[src/rtl/ttcg_pkg.sv]
// Shared types and constants for the terminal cursor grid.
// No dependencies; every other file of the block but the checker imports this package.
package ttcg_pkg;

  localparam int unsigned MaxRows = 32;
  localparam int unsigned MaxCols = 128;
  localparam int unsigned TabStep = 4;

  localparam int unsigned RowW    = $clog2(MaxRows);
  localparam int unsigned ColW    = $clog2(MaxCols);
  localparam int unsigned AddrW   = RowW + ColW;
  localparam int unsigned ColCntW = $clog2(MaxCols + 1);
  localparam int unsigned QDepth  = 2;
  localparam int unsigned QPtrW   = $clog2(QDepth);

  localparam int unsigned CharW   = 21;
  localparam int unsigned ColourW = 4;
  localparam int unsigned FlagW   = 4;
  localparam int unsigned LinesW  = 2;

  localparam logic [CharW-1:0] ChNul   = 21'd0;
  localparam logic [CharW-1:0] ChBell  = 21'd7;
  localparam logic [CharW-1:0] ChBs    = 21'd8;
  localparam logic [CharW-1:0] ChTab   = 21'd9;
  localparam logic [CharW-1:0] ChLf    = 21'd10;
  localparam logic [CharW-1:0] ChCr    = 21'd13;
  localparam logic [CharW-1:0] ChSo    = 21'd14;
  localparam logic [CharW-1:0] ChSi    = 21'd15;
  localparam logic [CharW-1:0] ChSpace = 21'h20;

  localparam logic [LinesW-1:0] LinesNone = 2'd0;
  localparam logic [LinesW-1:0] LinesOn   = 2'd1;
  localparam logic [LinesW-1:0] LinesOff  = 2'd2;

  localparam logic [ColourW-1:0] ResetFg = 4'd7;
  localparam logic [ColourW-1:0] ResetBg = 4'd0;

  typedef enum logic [2:0] {
    CFG_ROWS   = 3'd0,
    CFG_COLS   = 3'd1,
    CFG_TOP    = 3'd2,
    CFG_BOTTOM = 3'd3,
    CFG_LDRAW  = 3'd4,
    CFG_BFG    = 3'd5,
    CFG_BBG    = 3'd6
  } cfg_idx_e;

  typedef enum logic [2:0] {
    K_READ, K_BS, K_LF, K_CR, K_TAB, K_SO, K_SI, K_PRINT
  } kind_e;

  typedef enum logic [2:0] {
    S_CLEAR, S_IDLE, S_READ, S_COPY, S_BLANK, S_FINISH
  } back_state_e;

  typedef struct packed {
    logic [CharW-1:0]   ch;
    logic [ColourW-1:0] fg;
    logic [ColourW-1:0] bg;
    logic [FlagW-1:0]   flags;
    logic [LinesW-1:0]  lines;
  } cell_t;

  typedef struct packed {
    kind_e            kind;
    logic             store;
    cell_t            cdata;
    logic             rd_ok;
    logic [AddrW-1:0] rd_addr;
  } cmd_t;

  typedef struct packed {
    logic [5:0]         rows;
    logic [7:0]         cols;
    logic [4:0]         top;
    logic [4:0]         bottom;
    logic               ldraw;
    logic [ColourW-1:0] bfg;
    logic [ColourW-1:0] bbg;
  } cfg_t;

endpackage

[src/rtl/ttcg_front.sv]
// Front part: accepts input items and classifies them into commands.
// Depends on ttcg_pkg for codes and the command type.
module ttcg_front (
  input  logic                          in_valid_i,
  output logic                          in_ready_o,
  input  logic                          op_i,
  input  logic [ttcg_pkg::CharW-1:0]    char_code_i,
  input  logic [ttcg_pkg::ColourW-1:0]  attr_fg_i,
  input  logic [ttcg_pkg::ColourW-1:0]  attr_bg_i,
  input  logic [ttcg_pkg::FlagW-1:0]    attr_flags_i,
  input  logic [4:0]                    read_row_i,
  input  logic [6:0]                    read_col_i,
  input  logic                          clearing_i,
  output logic                          push_valid_o,
  input  logic                          push_ready_i,
  output ttcg_pkg::cmd_t                push_cmd_o
);
  import ttcg_pkg::*;

  cmd_t cmd;

  always_comb begin
    cmd             = '0;
    cmd.cdata.ch    = char_code_i;
    cmd.cdata.fg    = attr_fg_i;
    cmd.cdata.bg    = attr_bg_i;
    cmd.cdata.flags = attr_flags_i;
    cmd.cdata.lines = LinesNone;
    cmd.rd_ok       = (int'(read_row_i) < MaxRows) && (int'(read_col_i) < MaxCols);
    cmd.rd_addr     = {RowW'(read_row_i), ColW'(read_col_i)};
    cmd.store       = (char_code_i != ChBell) && (char_code_i != ChNul);
    if (op_i) begin
      cmd.kind = K_READ;
    end else begin
      unique case (char_code_i)
        ChBs:    cmd.kind = K_BS;
        ChLf:    cmd.kind = K_LF;
        ChCr:    cmd.kind = K_CR;
        ChTab:   cmd.kind = K_TAB;
        ChSo:    cmd.kind = K_SO;
        ChSi:    cmd.kind = K_SI;
        default: cmd.kind = K_PRINT;
      endcase
    end
  end

  // hold off new items while the grid is being cleared
  assign in_ready_o   = push_ready_i & ~clearing_i;
  assign push_valid_o = in_valid_i & ~clearing_i;
  assign push_cmd_o   = cmd;

endmodule

[config.mk]
export PLATFORM = sky130hd
export DESIGN_NAME = ttcg_front
export DESIGN_NICKNAME = d
export VERILOG_FILES = /design/src/rtl/ttcg_pkg.sv /design/src/rtl/ttcg_front.sv
export SDC_FILE = /design/constraint.sdc
export NUM_CORES = 1
export LEC_CHECK = 0
export BUFFER_PORTS_ARGS = -buffer_cell sky130_fd_sc_hd__buf_2
export CORE_MARGIN = 3
export CORE_UTILIZATION = 23
export DETAILED_ROUTE_END_ITERATION = 8
export GPL_TIMING_DRIVEN = 1
export PLACE_DENSITY = 0.8
export SETUP_SLACK_MARGIN = 0.3
export SYNTH_ARGS = -nofsm -noshare
export SYNTH_HDL_FRONTEND = slang
export SYNTH_SLANG_ARGS = --single-unit
export TNS_END_PERCENT = 5
[constraint.sdc]
create_clock -name vclk -period 0.86
set_input_delay 0.172 -clock vclk [all_inputs]
set_output_delay 0.172 -clock vclk [all_outputs]
set_load 0.02 [all_outputs]
Word-level counts from Yosys, hierarchy flattened
Cells that the tools add are included.
{ "classes": {"reduce_logical": 2, "bitwise": 3, "muxes": 2, "eq_ne": 7} }
{ "op_table": {"columns": ["operator", "count"], "rows": [
  ["$eq 21x4->1 const B", 6],
  ["$ne 21x3->1 const B", 1],
  ["$reduce_bool 21->1", 1],
  ["$pmux 3 s6", 1],
  ["$mux 3", 1],
  ["$and 1x1->1", 2],
  ["$logic_and 1x1->1", 1],
  ["$not 1->1", 1]
]} }
{ "totals": {"in_bits": 49, "ff_bits": 0, "wordCells": 14, "output_inout_bits": 54} }

Logic depth before layout (Yosys ltp)
Gate-level depths: netlist of the first run.
{ "logic_depth": {"word_depth": 3, "mapped_depth": 3, "mapped_depth_nobuf": 3} }

Worst setup path after synthesis of the first run
No wires, ideal clock.
{ "synth_path": {"kind": "input to output", "startpoint": "in char_code_i[2] (netlist name)", "endpoint": "out push_cmd_o[48] (netlist name)", "t_arrival_ns": 0.862, "setup_slack_ns": -0.174, "stages": 3, "path_buffers": 0, "t_required_ns": 0.688, "path_cell_list": "or3_1 > a21oi_1 > nand3_1"} }
{ "synth_lines": {"columns": ["element", "line", "text"], "rows": [
  ["start: declaration", "ttcg_front.sv:7", "input logic [ttcg_pkg::CharW-1:0] char_code_i,"],
  ["end: declaration", "ttcg_front.sv:16", "output ttcg_pkg::cmd_t push_cmd_o"]
]} }

==> results of run 1 <==
## through the flow
stage	setup WS, ns	instance area (sq um)
finish	-0.421	981
global route	-0.458	981
CTS	-0.438	888
detailed placement	-0.493	579
global placement	-0.463	579
floorplan	-0.168	608
## area by class of cell
cell class,instances,share of cell area [%]
Timing Repair Buffer,57,67.6
Multi-Input combinational cell,25,29.0
Tap cell,27,3.44
## timing repair
item,in CTS,in global routing
hold endpoints to repair,0,0
gates resized for setup,84,27
pin swaps,4,6
endpoints found under the setup margin,27,26
## critical path, stage by stage
cell	delay, ns
buf_8	0.10
nor4_4	0.26
and4_4	0.33
a31oi_4	0.09
buf_6	0.15
## power breakdown
group / leakage (nW) / switching, mW / internal, mW
Combinational: 0.421 / 0.220 / 0.301
Clock: 0 / 0 / 0
Sequential: 0 / 0 / 0
Total: 0.421 / 0.220 / 0.301
## cells in the mapped netlist
cell and count:
nand3b_1 2, a31oi_1 3, nor3_1 1, and2_1 1
buf_4 48, nand3_1 2, nor2_1 1, xnor2_1 1
nor4_1 3, conb_1 2, and4_1 1, a21oi_1 1
or3_1 1, nor2b_1 2, o21ai_0 3
## how the worst max path moves through the flow
stage,startpoint,to,slack (ns),cells after the start
6_report,char_code_i[11],push_cmd_o[50],-0.42,5
3_5_place_dp,char_code_i[11],push_cmd_o[50],-0.49,5
5_1_grt,char_code_i[11],push_cmd_o[50],-0.46,5
4_1_cts,char_code_i[18],push_cmd_o[50],-0.44,5
2_1_floorplan,char_code_i[5],push_cmd_o[49],-0.17,3
3_3_place_gp,char_code_i[11],push_cmd_o[50],-0.46,5
## cell families (layout without fill, tap and decap cells)
group                  after synthesis  in the layout  share of synthesized area [%]
AO/OA/AOI/OAI                        7              7                           7.73
XOR/XNOR                             1              1                           1.75
buffers and inverters               48             57                           71.8
other                                2              3                           1.50
AND/OR/NAND/NOR                     14             14                           17.2
## routing by layer
| metal | routed length (microns) | GRT usage, % |
|---|---|---|
| met1 | 344 | 6.83 |
| met5 | 0 | 0 |
| met2 | 879 | 20.7 |
| met3 | 197 | 1.14 |
| met4 | 20 | 3.40 |
==> results.sh, run 1 <==
export IMPL_fp_row_count=16
export IMPL_grt_usage_pct=8.94
export IMPL_drt_iter0_drc=2
export IMPL_setup_slack_ns=-0.421
export IMPL_cp_required_ns=0.69
export IMPL_totalWireLength_microns=1440
export IMPL_regArea_sq_um=0
export IMPL_ys_warn_count=0
export IMPL_netlist_instances=72
export IMPL_nNetsFinal=133
export IMPL_synthesis_area_sq_um=502
export IMPL_path_max_fanout=4
export IMPL_hold_viol_final=0
export IMPL_mostFrequentLayoutCell="buf_6"
export IMPL_multi_input_area_sq_um=284
export IMPL_drc=0
export IMPL_gp_congestion=0.667
export IMPL_maxCapViolCount=0
export IMPL_drtAntennaViolNets=0
export IMPL_yosysTopAreaCell="buf_4"
export IMPL_yosysSeqAreaShare_pct=0
export IMPL_ir_drop_v=0.000199
export IMPL_rsz0062_at_grt="yes"
export IMPL_p_per_area_mw_per_mm2=532
export IMPL_num_vias=468
export IMPL_hold_buffers=0
export IMPL_initial_core_util_pct=24.8
export IMPL_p_total_uw=522
export IMPL_core_sq_mm=0.00202
export IMPL_die_h_microns=52.7
export IMPL_gr_total_overflow=0
export IMPL_min_path_cells=0
export IMPL_hold_ws_ns=0.344
export IMPL_dp_cells=109
export IMPL_hpwl_microns=1040
export IMPL_portBuffers=52
export IMPL_final_core_util_pct=48.5
export IMPL_drive_gt1_share_pct=85.4
export IMPL_die_w_microns=52.7
export IMPL_setup_tns_ns=-1.66
export IMPL_cp_start_kind="input port"
export IMPL_min_from="read_row_i[4]"
export IMPL_setup_viol=4
export IMPL_leakagePower_nw=0.421
export IMPL_via_per_inst=4.29
export IMPL_grt_pass1_wl_microns=1940
export IMPL_final_fill_count=182
export IMPL_syn2layout_area_growth_pct=95.5
export IMPL_io_pins=103
export IMPL_synth_top_area_share_pct=71.8
export IMPL_fin_crit_ns=1.28
export IMPL_ys_top_cells_by_area="buf_4 72%, a31oi_1 3.7%, nor4_1 3.7%, o21ai_0 3.0%, nand3b_1 3.0%"
export IMPL_violations="negative setup slack"
export IMPL_endpoint_kind="output pin"
export IMPL_final_cell_mix="34 x buf_6, 15 x buf_8, 6 x buf_4"
export IMPL_avgSynthCellArea_sq_um=6.97
export IMPL_antenna_cells=0
export IMPL_post_drt_wl_per_cell_microns=13.2
export IMPL_antenna_found_initial=0
export IMPL_design_seq_count=0
export IMPL_clkbuf_count=0
export IMPL_drv_slew=0
export IMPL_hold_path_class="in -> out"
export IMPL_outcome="complete, but fails checks"
export IMPL_grt_pass1_vias=429
export IMPL_period_share_pct=149
export IMPL_postCtsSetupBuffers=0
export IMPL_critPathKind="in -> out"
export IMPL_die_area_sq_mm=0.00278
export IMPL_netlist_cell_type_count=15
export IMPL_max_freq_mhz=780
export IMPL_grt_max_degree=7
export IMPL_min_to="push_cmd_o[11]"
export IMPL_cp_arrival_ns=1.11
export IMPL_fin_cells=109
export IMPL_dr_pass1_iters=2
No activity file was read; power rests on OpenSTA's default activity.
==> run 2: changes to the inputs <==
CAP_MARGIN = 20   (was unset)
CORE_MARGIN = 1.5   (was 3)
==> run 2 against run 1 <==
Against the previous run:
- the run still ends with negative setup slack left
- hold slack hardly changed
- sequential cell count stayed put
- final area shrank 3.1%
- via count down 0.43%
- power is 2.8% lower
- fmax increased by 0.34%
- non-clock buffer count unchanged
- first-iteration DRC count unchanged
- global-route usage fell by 0.16 points
- wire length shrank 13%
- highest routed layer unchanged
==> results.sh, run 2 (same netlist as run 1, synthesis figures left out) <==
export IMPL_outcome="complete, but fails checks"
export IMPL_violations="negative setup slack"
export IMPL_hold_buffers=0
export IMPL_nNetsFinal=133
export IMPL_cp_start_kind="input port"
export IMPL_drtAntennaViolNets=0
export IMPL_via_per_inst=4.28
export IMPL_initial_core_util_pct=25.1
export IMPL_leakagePower_nw=0.410
export IMPL_final_area_sq_um=951
export IMPL_io_pins=103
export IMPL_clkbuf_count=0
export IMPL_gr_total_overflow=0
export IMPL_busiest_layer="met2"
export IMPL_hold_ws_ns=0.344
export IMPL_drv_slew=0
export IMPL_p_total_uw=507
export IMPL_ir_drop_v=0.000204
export IMPL_core_sq_mm=0.00200
export IMPL_gp_congestion=0.611
export IMPL_cp_required_ns=0.69
export IMPL_combPwrFrac_pct=100.0
export IMPL_critPathKind="in -> out"
export IMPL_regArea_sq_um=0
export IMPL_max_freq_mhz=783
export IMPL_die_w_microns=49.7
export IMPL_grt_usage_pct=8.78
export IMPL_antenna_found_initial=0
export IMPL_dp_cells=109
export IMPL_design_seq_count=0
export IMPL_multi_input_area_sq_um=264
export IMPL_grt_pass1_vias=446
export IMPL_path_max_fanout=4
export IMPL_syn2layout_area_growth_pct=89.5
export IMPL_final_fill_count=175
export IMPL_drive_gt1_share_pct=82.9
export IMPL_dr_pass1_iters=3
export IMPL_hold_viol_final=0
export IMPL_grt_util_met1_pct=6.41
export IMPL_die_area_sq_mm=0.00247
export IMPL_period_share_pct=148
export IMPL_grt_pass1_wl_microns=1840
export IMPL_placed_area_sq_um=579
export IMPL_grtUsageMet3_pct=1.52
export IMPL_rsz0062_at_grt="yes"
export IMPL_p_per_area_mw_per_mm2=533
export IMPL_setup_viol=4
export IMPL_drt_iter0_drc=2
export IMPL_maxCapViolCount=0
export IMPL_clockPowerShare_pct=0
export IMPL_fin_crit_ns=1.28
export IMPL_p_seq_share_pct=0
export IMPL_p_sw_share_pct=41.9
export IMPL_fp_row_count=16
export IMPL_setup_slack_ns=-0.417
export IMPL_p_int_uw=294
export IMPL_setup_tns_ns=-1.63
export IMPL_antenna_cells=0
export IMPL_drc=0
export IMPL_use_met2_pct=20.4
export IMPL_final_cell_mix="32 x buf_6, 15 x buf_8, 7 x buf_4"
export IMPL_endpoint_kind="output pin"
export IMPL_netSwitchingPower_uw=213
export IMPL_totalWireLength_microns=1250
export IMPL_post_drt_wl_per_cell_microns=11.5
export IMPL_portBuffers=52
export IMPL_die_h_microns=49.7
export IMPL_mostFrequentLayoutCell="buf_6"
export IMPL_cp_arrival_ns=1.10
export IMPL_num_vias=466
export IMPL_grt_max_degree=8
export IMPL_hold_path_class="in -> out"
export IMPL_fin_cells=109
[run 2: cell counts in the layout (fill, tap and decap cells not counted)]
Identical to the previous run, type by type.
[run 2: final timing paths]
| path | start | to | slack [ns] | depth (start not counted) |
|---|---|---|---|---|
| min | attr_flags_i[2] | push_cmd_o[17] | 0.34 | 0 |
| max | char_code_i[11] | push_cmd_o[49] | -0.42 | 5 |
[run 2: cell type report]
type                            count  share of cell area [%]
Multi-Input combinational cell     25                    27.8
Timing Repair Buffer               57                    68.7
Tap cell                           27                    3.55
[run 2: metrics by stage]
stage	utilization [%]	worst slack, ns
3_3_place_gp	28.9	-0.468
5_1_grt	47.5	-0.463
6_report	47.5	-0.417
3_5_place_dp	28.9	-0.484
2_1_floorplan	-	-0.168
4_1_cts	44.9	-0.426
[run 2: critical path: stages]
cell	delay (ns)
buf_8	0.10
nor4_4	0.26
and4_4	0.33
a31oi_4	0.10
buf_6	0.14
[run 2: what timing repair did]
action | in CTS | in global routing
buffers inserted | 0 | 0
gates resized for setup | 89 | 15
setup endpoints to repair | 27 | 24
pin swaps | 4 | 4
cloned | 0 | 0
[run 2: power by group through the flow]
| stage | Clock, mW | Sequential (mW) | Combinational [mW] |
|---|---|---|---|
| floorplan | 0 | 0 | 0.394 |
| global placement | 0 | 0 | 0.316 |
| detailed placement | 0 | 0 | 0.321 |
| CTS | 0 | 0 | 0.481 |
| global route | 0 | 0 | 0.532 |
| finish | 0 | 0 | 0.507 |
[run 2: layer usage]
metal / up-vias / routed length (microns)
met5: - / 0
met4: 0 / 19
met3: 10 / 162
met2: 42 / 741
met1: 207 / 328
li1: 207 / -
