## src/rtl/ttcg_pkg.sv

```systemverilog
// Shared types and constants for the terminal cursor grid.
// No dependencies; every other file of the block but the checker imports this package.
package ttcg_pkg;

  localparam int unsigned MaxRows = 32;
  localparam int unsigned MaxCols = 128;
  localparam int unsigned TabStep = 4;

  localparam int unsigned RowW    = $clog2(MaxRows);
  localparam int unsigned ColW    = $clog2(MaxCols);
  localparam int unsigned AddrW   = RowW + ColW;
  localparam int unsigned ColCntW = $clog2(MaxCols + 1);
  localparam int unsigned QDepth  = 2;
  localparam int unsigned QPtrW   = $clog2(QDepth);

  localparam int unsigned CharW   = 21;
  localparam int unsigned ColourW = 4;
  localparam int unsigned FlagW   = 4;
  localparam int unsigned LinesW  = 2;

  localparam logic [CharW-1:0] ChNul   = 21'd0;
  localparam logic [CharW-1:0] ChBell  = 21'd7;
  localparam logic [CharW-1:0] ChBs    = 21'd8;
  localparam logic [CharW-1:0] ChTab   = 21'd9;
  localparam logic [CharW-1:0] ChLf    = 21'd10;
  localparam logic [CharW-1:0] ChCr    = 21'd13;
  localparam logic [CharW-1:0] ChSo    = 21'd14;
  localparam logic [CharW-1:0] ChSi    = 21'd15;
  localparam logic [CharW-1:0] ChSpace = 21'h20;

  localparam logic [LinesW-1:0] LinesNone = 2'd0;
  localparam logic [LinesW-1:0] LinesOn   = 2'd1;
  localparam logic [LinesW-1:0] LinesOff  = 2'd2;

  localparam logic [ColourW-1:0] ResetFg = 4'd7;
  localparam logic [ColourW-1:0] ResetBg = 4'd0;

  typedef enum logic [2:0] {
    CFG_ROWS   = 3'd0,
    CFG_COLS   = 3'd1,
    CFG_TOP    = 3'd2,
    CFG_BOTTOM = 3'd3,
    CFG_LDRAW  = 3'd4,
    CFG_BFG    = 3'd5,
    CFG_BBG    = 3'd6
  } cfg_idx_e;

  typedef enum logic [2:0] {
    K_READ, K_BS, K_LF, K_CR, K_TAB, K_SO, K_SI, K_PRINT
  } kind_e;

  typedef enum logic [2:0] {
    S_CLEAR, S_IDLE, S_READ, S_COPY, S_BLANK, S_FINISH
  } back_state_e;

  typedef struct packed {
    logic [CharW-1:0]   ch;
    logic [ColourW-1:0] fg;
    logic [ColourW-1:0] bg;
    logic [FlagW-1:0]   flags;
    logic [LinesW-1:0]  lines;
  } cell_t;

  typedef struct packed {
    kind_e            kind;
    logic             store;
    cell_t            cdata;
    logic             rd_ok;
    logic [AddrW-1:0] rd_addr;
  } cmd_t;

  typedef struct packed {
    logic [5:0]         rows;
    logic [7:0]         cols;
    logic [4:0]         top;
    logic [4:0]         bottom;
    logic               ldraw;
    logic [ColourW-1:0] bfg;
    logic [ColourW-1:0] bbg;
  } cfg_t;

endpackage

```

## src/rtl/ttcg_fifo.sv

```systemverilog
// Short command queue between the front and back parts.
// Depends on ttcg_pkg for the command type and depth.
module ttcg_fifo (
  input  logic          clk_i,
  input  logic          rst_ni,
  input  logic          push_valid_i,
  output logic          push_ready_o,
  input  ttcg_pkg::cmd_t push_cmd_i,
  output logic          pop_valid_o,
  input  logic          pop_ready_i,
  output ttcg_pkg::cmd_t pop_cmd_o
);
  import ttcg_pkg::*;

  cmd_t                 mem_q [QDepth];
  logic [QPtrW-1:0]     wr_ptr_q, wr_ptr_d, rd_ptr_q, rd_ptr_d;
  logic [QPtrW:0]       count_q, count_d;
  logic                 push, pop;

  assign push_ready_o = (count_q != (QPtrW+1)'(QDepth));
  assign pop_valid_o  = (count_q != '0);
  assign pop_cmd_o    = mem_q[rd_ptr_q];
  assign push         = push_valid_i & push_ready_o;
  assign pop          = pop_valid_o & pop_ready_i;

  always_comb begin
    wr_ptr_d = wr_ptr_q;
    rd_ptr_d = rd_ptr_q;
    count_d  = count_q;
    if (push) begin
      wr_ptr_d = (wr_ptr_q == QPtrW'(QDepth - 1)) ? '0 : wr_ptr_q + 1'b1;
    end
    if (pop) begin
      rd_ptr_d = (rd_ptr_q == QPtrW'(QDepth - 1)) ? '0 : rd_ptr_q + 1'b1;
    end
    if (push && !pop) begin
      count_d = count_q + 1'b1;
    end else if (pop && !push) begin
      count_d = count_q - 1'b1;
    end
  end

  always_ff @(posedge clk_i or negedge rst_ni) begin
    if (!rst_ni) begin
      wr_ptr_q <= '0;
      rd_ptr_q <= '0;
      count_q  <= '0;
    end else begin
      wr_ptr_q <= wr_ptr_d;
      rd_ptr_q <= rd_ptr_d;
      count_q  <= count_d;
    end
  end

  always_ff @(posedge clk_i) begin
    if (push) begin
      mem_q[wr_ptr_q] <= push_cmd_i;
    end
  end

endmodule

```

## config.mk

```make
export PLATFORM = sky130hd
export DESIGN_NAME = ttcg_fifo
export DESIGN_NICKNAME = d
export VERILOG_FILES = /design/src/rtl/ttcg_pkg.sv /design/src/rtl/ttcg_fifo.sv
export SDC_FILE = /design/constraint.sdc
export NUM_CORES = 1
export LEC_CHECK = 0
export ABC_AREA = 1
export ABC_CLOCK_PERIOD_IN_PS = 5450
export BUFFER_PORTS_ARGS = -buffer_cell sky130_fd_sc_hd__buf_2
export CORE_MARGIN = 1.5
export CORE_UTILIZATION = 45
export CTS_CLUSTER_DIAMETER = 150
export DETAILED_ROUTE_END_ITERATION = 16
export GPL_TIMING_DRIVEN = 0
export PLACE_DENSITY = 0.69
export REMOVE_ABC_BUFFERS = 1
export SYNTH_ARGS = -nofsm -noshare
export SYNTH_HDL_FRONTEND = slang
export SYNTH_SLANG_ARGS = --single-unit
```

## constraint.sdc

```tcl
create_clock -name clk_i -period 5.45 [get_ports clk_i]
set_input_delay 1.3625 -clock clk_i [delete_from_list [all_inputs] [get_ports clk_i]]
set_output_delay 1.3625 -clock clk_i [all_outputs]
set_load 0.005 [all_outputs]
```

# Word level (Yosys, flattened, before mapping)
# Memories as Yosys holds them, arrays and structs flattened.
# Cells that the tools add are included.
word_totals:
  register_bits: 4
  ram_bits: 104
  inputBits: 56
  output_inout_bits: 54
  wordCells: 23
  memories: 1
op_classes:
  n_addsub: 4
  eq_ne: 1
  muxes: 6
  bitwise_logic: 2
  n_reduce_logical: 6
memory_table:
  columns: ["memory", "depth", "width", "read_ports", "rd_clocked_by_memory_dff", "wr", "line", "source"]
  rows:
  - ["mem_q", 2, 52, 1, 0, 1, "ttcg_fifo.sv:15", "cmd_t mem_q [QDepth];"]
op_table:
  columns: ["op", "n"]
  rows:
  - ["$mux W1", 4]
  - ["$mux W2", 2]
  - ["$reduce_bool A2 Y1", 2]
  - ["$add A1 B1 Y1 const B", 2]
  - ["$add A2 B1 Y2 const B", 1]
  - ["$and A1 B1 Y1", 2]
  - ["$logic_and A1 B1 Y1", 2]
  - ["$logic_not A1 Y1", 2]
  - ["$ne A2 B2 Y1 const B", 1]
  - ["$sub A2 B1 Y2 const B", 1]

# Longest topological paths before layout
# Gate-level depths: netlist (run 1).
depth:
  depth_word: 6
  depth_mapped: 10
  depth_no_buf: 10

# Worst setup path after synthesis (run 1)
# OpenSTA, ideal clock, no wires.
synth_timing:
  kind: "input port to flip-flop"
  start: "input port push_valid_i"
  end: "memory mem_q[0][0] (netlist bit) (enable)"
  setup_time_ns: 0.462
  arrival_ns: 3.618
  required_ns: 4.988
  path_slack_ns: 1.370
  path_stages: 2
  n_path_buf: 0
  cell_sequence: "nand2_2 -> nor2_1"
synth_between:
  elab_chain_cells: 3
synth_lines:
  columns: ["element", "line", "source"]
  rows:
  - ["start, declared", "ttcg_fifo.sv:6", "input logic push_valid_i,"]
  - ["$and A1 B1 Y1", "ttcg_fifo.sv:23", "assign push = push_valid_i & push_ready_o;"]
  - ["$mux W1", "ttcg_fifo.sv:56", "if (push) begin"]
  - ["$mux W1 (implied by the code)", "ttcg_fifo.sv:57", "mem_q[wr_ptr_q] <= push_cmd_i;"]
  - ["end, declared", "ttcg_fifo.sv:15", null]
# No other way between the ends.

==> impl_metrics.env, run 1 <==
export IMPL_drc=0
export IMPL_worst_slew_pin_slew_ps=765
export IMPL_cp_arrival_ps=1740
export IMPL_period_share_pct=57.0
export IMPL_crit_path_top_delay_cell="dfrtp_2"
export IMPL_drt_first_iter_violations=101
export IMPL_final_nets=469
export IMPL_startpoint="rd_ptr_q"
export IMPL_port_buffers=109
export IMPL_relSlewSlack_pct=48.9
export IMPL_grt_usage_pct=15.9
export IMPL_cts_buffers=9
export IMPL_p_per_area_nw_per_um2=502
export IMPL_worstSetupPathType="reg2out"
export IMPL_cts_setup_buffers=0
export IMPL_reg2reg_to="mem_q[1][51]"
export IMPL_drive_gt1_share_pct=31.7
export IMPL_synth_ff_type="edfxtp_1"
export IMPL_wire_per_inst_um=14.0
export IMPL_layout_setup_ws_ps=2340
export IMPL_fin_util_pct=56.1
export IMPL_finalSetupViolCount=0
export IMPL_ir_drop_mv=0.239
export IMPL_cts_root_buf="clkbuf_8"
export IMPL_viasPerCell=4.75
export IMPL_overflow=0
export IMPL_synth_most_common_cell="nand2_1"
export IMPL_synth_seq_area_share_pct=79.8
export IMPL_final_area_um2=4890
export IMPL_hpwlAfterDp_um=4670
export IMPL_fp_row_count=34
export IMPL_yosys_warnings=0
export IMPL_status="completed"
export IMPL_max_stage_delay_ps=510
export IMPL_start_kind="register"
export IMPL_core_area_um2=8720
export IMPL_synth_top_cell_area_share_pct=77.3
export IMPL_cp_depth=5
export IMPL_area_growth_pct=21.1
export IMPL_syn_cell_area_um2=4040
export IMPL_leakage_nw=2.12
export IMPL_ctsHtreeMaxLevel=3
export IMPL_synthCells=300
export IMPL_ff2ff_setup_slack_ps=3550
export IMPL_grt_pass1_vias=2466
export IMPL_drt_pass1_iterations=4
export IMPL_hold_path_depth=1
export IMPL_holdBufCountCts=0
export IMPL_required_ps=4090
export IMPL_critPathCapture="pop_cmd_o[8]"
export IMPL_grt_antenna_before_repair=0
export IMPL_dp_cells=509
export IMPL_num_io_pins=110
export IMPL_synth_area_leaders="edfxtp_1 77%, nand2_1 15%, dfrtp_1 2.5%, buf_6 1.7%, buf_4 0.93%"
export IMPL_yosysUniqueCellTypes=14
export IMPL_clk_pin_slew_ps=110
export IMPL_synth_commonest_cells="165 x nand2_1, 104 x edfxtp_1, 6 x buf_6, 6 x inv_1, 5 x buf_4"
export IMPL_initial_utilization_pct=46.3
export IMPL_ant_nets=0
export IMPL_max_freq_mhz=322
export IMPL_hold_path_class="reg2reg"
export IMPL_pre_cts_ws_ps=2620
export IMPL_async_flop_share_pct=3.70
export IMPL_placed_area_um2=4690
export IMPL_cts_sinks=108
export IMPL_power_mw=2.45
export IMPL_crit_path_frequent_cell="nand2_1"
export IMPL_cts_resized=0
export IMPL_slew_viol_final=0
export IMPL_worstSetupEndpointType="output port"
export IMPL_avgSynthCellArea_um2=13.5
export IMPL_hold_viol=0
export IMPL_synth_seq_cells=108
export IMPL_drv_cap=0
export IMPL_r2r_start="count_q[0]"
export IMPL_finalNonFillerCells=525
export IMPL_wirelength_um=7380
export IMPL_holdWs_ps=531
export IMPL_critPathTopFamily="buffers and inverters"
export IMPL_grt_max_degree=54
export IMPL_diodes=0
export IMPL_tritoncts="built"
export IMPL_synth_edf_count=104
export IMPL_crit_buf_inv=3
export IMPL_die_h_um=97.7
export IMPL_grt_pass1_wl_um=11800
export IMPL_dieArea_um2=9550
export IMPL_reg2reg_depth=5
export IMPL_dr_total_vias=2494
export IMPL_layout_min_cycle_time_ps=3110
export IMPL_place_congestion=0.746
export IMPL_yosysTopAreaCell="edfxtp_1"
export IMPL_crit_chain="buf_12, inv_6, nand2_1, nand2_1, buf_2"
export IMPL_die_w_um=97.7
export IMPL_cp_max_fo=53
export IMPL_rsz0062_at_grt="false"
export IMPL_tns_ps=0
export IMPL_skew_ps=15.2
export IMPL_cts_buffer_depth=2
export IMPL_clk_latency_ps=350
logic make-up after synthesis:
family / synth area share, %
flops: 79.8
simple gates: 16.1
xor+xnor: 0.434
fa+ha+maj: 0.310
buf+inv: 3.38
per-layer routing:
metal	track usage, %	part of all wire [%]	vias to the layer above
met3	4.37	4.9	11
met5	0	0	-
met2	28.1	52	69
li1	-	-	1232
met4	5.93	1.2	0
met1	18.5	42	1182
layout make-up:
class	count	area (um^2)
clock buffer	9	124
inverter	7	31.3
sequential	108	3220
fill	748	3830
multi-input combinational	174	694
tap	108	135
timing repair buffer	112	606
clock inverter	7	77.6
where the power goes:
group | switching [mW] | internal, mW | leakage (nW)
Clock | 0.268 | 0.215 | 0.101
Sequential | 0.0604 | 1.13 | 1.01
Combinational | 0.483 | 0.294 | 1.01
how the worst min path moves through the flow:
stage	start	end	slack (ps)
floorplan	count_q[1]	count_q[1]	460
global placement	count_q[1]	count_q[1]	480
detailed placement	count_q[0]	count_q[0]	500
CTS	count_q[0]	count_q[0]	520
global route	count_q[0]	count_q[0]	550
finish	count_q[0]	count_q[0]	530
registers in the layout (all words and copies together), names as in the netlist:
register,count
count_q,2
mem_q,104
rd_ptr_q,1
wr_ptr_q,1
cell usage in the layout, fill, tap and decap left out:
cell and count:
edfxtp_1 104, nor2_4 2, nand2_2 1, xnor2_1 1
nand3_1 2, dfrtp_2 1, buf_12 3, xor2_1 1
inv_6 1, inv_1 6, dfrtp_1 3, clkbuf_8 9
nand4_1 1, bufinv_16 1, clkinv_1 1, buf_2 109
clkinv_4 5, nand2_1 165, ha_1 1
(Power assumes the default switching activity.)
==> run 2: changes to the inputs <==
Settings changed: ABC_AREA 1 to 0, ABC_CLOCK_PERIOD_IN_PS 5450 to 2600, PLACE_DENSITY 0.69 to 0.71.
Clock period 5.45 ns to 2.6 ns, I/O delays scaled along.
==> run 2 against run 1 <==
Sequential share of layout area fell by 1.9 points. Via count fell by 20%. Sequential power rose by 110%. Critical endpoint is now pop_cmd_o[31].
==> impl_metrics.env, run 2 <==
export IMPL_grt_usage_pct=13.1
export IMPL_swShare_pct=27.9
export IMPL_synth_top_family_by_area="multiplexers"
export IMPL_period_share_pct=92.0
export IMPL_avgSynthCellArea_um2=23.3
export IMPL_finalSetupViolCount=0
export IMPL_cts_buffers=9
export IMPL_fill_cells=727
export IMPL_die_h_um=99.6
export IMPL_synth_most_common_cell="edfxtp_1"
export IMPL_hold_viol=0
export IMPL_netSwitchingPower_mw=1.46
export IMPL_num_io_pins=110
export IMPL_wire_per_inst_um=15.8
export IMPL_synth_edf_count=104
export IMPL_leakage_nw=2.02
export IMPL_start_kind="register"
export IMPL_synthSimpleGateAreaFrac_pct=0.805
export IMPL_largest_register="mem_q"
export IMPL_area_growth_pct=20.1
export IMPL_die_w_um=99.6
export IMPL_ctsHtreeMaxLevel=3
export IMPL_dieArea_um2=9920
export IMPL_worst_slew_pin_slew_ps=836
export IMPL_core_area_um2=9150
export IMPL_tns_ps=0
export IMPL_synth_xor_area_share_pct=1.04
export IMPL_hpwlAfterDp_um=4230
export IMPL_dr_total_vias=1985
export IMPL_syn_cell_area_um2=4200
export IMPL_synth_area_leaders="edfxtp_1 74%, mux2_4 18%, buf_12 2.4%, dfrtp_1 2.4%, mux2_2 0.80%"
export IMPL_synth_top_cell_area_share_pct=74.4
export IMPL_skew_ps=9.47
export IMPL_initial_utilization_pct=45.9
export IMPL_final_nets=355
export IMPL_synthMuxAreaShare_pct=18.3
export IMPL_yosysUniqueCellTypes=15
export IMPL_top_layer="met4"
export IMPL_ir_drop_mv=0.721
export IMPL_required_ps=1950
export IMPL_cp_max_fo=32
export IMPL_sequentialPowerShare_pct=48.7
export IMPL_relSlewSlack_pct=44.1
export IMPL_internal_power_mw=3.78
export IMPL_grt_antenna_before_repair=0
export IMPL_yosysTopAreaCell="edfxtp_1"
export IMPL_synth_adder_area_share_pct=0.298
export IMPL_grt_pass1_vias=2069
export IMPL_holdWs_ps=82.9
export IMPL_wirelength_um=6520
export IMPL_grt_max_degree=34
export IMPL_overflow=0
export IMPL_yosys_warnings=0
export IMPL_cts_sinks=108
export IMPL_grt_pass1_wl_um=9830
export IMPL_synth_seq_cells=108
export IMPL_m1WireLength_um=2790
export IMPL_clk_pin_slew_ps=100
export IMPL_cp_arrival_ps=1740
export IMPL_ant_nets=0
export IMPL_worstSetupPathType="reg2out"
export IMPL_top_regs="mem_q: 104 flops, count_q: 2 flops"
export IMPL_viasPerCell=4.79
export IMPL_combinationalPowerShare_pct=33.8
export IMPL_drive_gt1_share_pct=60.1
export IMPL_drv_cap=0
export IMPL_place_congestion=0.630
export IMPL_synth_compound_area_share_pct=0
export IMPL_drt_pass1_iterations=4
export IMPL_layout_min_cycle_time_ps=2390
export IMPL_clockPowerShare_pct=17.6
export IMPL_fp_row_count=35
export IMPL_largest_reg_flops=104
export IMPL_diodes=0
export IMPL_max_freq_mhz=418
export IMPL_cts_buffer_depth=2
export IMPL_hold_path_class="in2async"
export IMPL_slew_viol_final=0
export IMPL_cts_root_buf="clkbuf_8"
export IMPL_rsz0062_at_grt="false"
export IMPL_synthCells=180
export IMPL_tritoncts="built"
export IMPL_wl_met2_um=3250
export IMPL_most_common_layout_cells="109 x buf_2, 104 x edfxtp_1, 49 x mux2_4"
export IMPL_worstSetupEndpointType="output port"
export IMPL_synth_commonest_cells="104 x edfxtp_1, 49 x mux2_4, 5 x buf_12"
export IMPL_p_per_area_nw_per_um2=1040
export IMPL_cts_resized=0
export IMPL_synth_ff_type="edfxtp_1"
export IMPL_port_buffers=109
export IMPL_synth_seq_area_share_pct=76.8
export IMPL_clk_latency_ps=350
export IMPL_status="completed"
export IMPL_routed_wl_met3_um=378
export IMPL_drc=0
export IMPL_drt_first_iter_violations=40
export IMPL_final_common_cell="buf_2"
export IMPL_async_flop_share_pct=3.70
[run 2: cell types whose count changed in the layout (fill, tap and decap cells not counted), sizes merged, moves of 2 or more]
cell / before / now
clkinvlp: 0 / 2
mux2: 0 / 52
inv: 7 / 3
clkbuf: 9 / 12
xnor2: 1 / 3
nand2: 166 / 2
nand3: 2 / 0
clkinv: 6 / 0
[run 2: kinds of logic (layout without fill, tap and decap cells)]
group | Yosys count | count (layout)
adder cells (fa/ha/maj) | 1 | 1
buffers and inverters | 7 | 130
XOR/XNOR | 5 | 5
flip-flops | 108 | 108
AND/OR/NAND/NOR | 7 | 7
multiplexers | 52 | 52
[run 2: area by class of cell]
class	count	area [um^2]	share of cell area (%)
Tap cell	111	139	2.75
Timing Repair Buffer	113	628	12.5
Inverter	1	3.75	0.0744
Multi-Input combinational cell	65	868	17.2
Clock inverter	4	32.5	0.645
Sequential cell	108	3230	64.0
Clock buffer	12	145	2.88
[run 2: critical path, cell delays in order (launching register included)]
cell	delay (ps)
dfrtp_4	610
buf_16	280
mux2_2	360
buf_2	120
[run 2: per-layer routing]
| metal | up-vias | global-route usage (%) |
|---|---|---|
| met2 | 68 | 21.9 |
| met1 | 975 | 16.1 |
| li1 | 931 | - |
| met4 | 0 | 5.53 |
| met5 | - | 0 |
| met3 | 11 | 3.94 |
[run 2: path summary, 6_finish.rpt]
| check | startpoint | to | slack [ps] | depth (start not counted) |
|---|---|---|---|---|
| max reg2reg | count_q[0] | mem_q[0][19] | 630 | 4 |
| max in group asynchronous | rst_ni | rd_ptr_q | 2370 | 1 |
| min | rst_ni | count_q[0] | 80 | 1 |
| min in group clk_i | push_cmd_i[23] | mem_q[1][23] | 470 | 1 |
| max | rd_ptr_q | pop_cmd_o[31] | 210 | 3 |
| min reg2reg | count_q[1] | count_q[1] | 510 | 1 |
[run 2: power by group through the flow]
| stage | registers (mW) | logic [mW] | clock network, mW |
|---|---|---|---|
| after floorplan | 2.69 | 1.06 | 0 |
| after global placement | 2.78 | 1.62 | 0 |
| after detailed placement | 2.64 | 1.73 | 0 |
| final | 2.55 | 1.77 | 0.921 |
| after CTS | 2.60 | 1.74 | 0.954 |
| after global routing | 2.59 | 1.91 | 1.03 |
[run 2: metrics by stage]
step | power (mW) | area (um^2) | cells | util, % | setup WS [ps]
3_5_place_dp | 4.37 | 4850 | 397 | 53.0 | 433
5_1_grt | 5.54 | 5040 | 414 | 55.1 | 134
4_1_cts | 5.29 | 5030 | 413 | 54.9 | 31.3
2_1_floorplan | 3.75 | 4090 | 174 | - | -781
3_3_place_gp | 4.39 | 4770 | 394 | 52.1 | -2160
6_report | 5.25 | 5040 | 414 | 55.1 | 208
[run 2: repair_timing]
item,4_1_cts,5_1_grt
hold buffers,0,0
buffers inserted,0,1
setup endpoints to repair,0,2
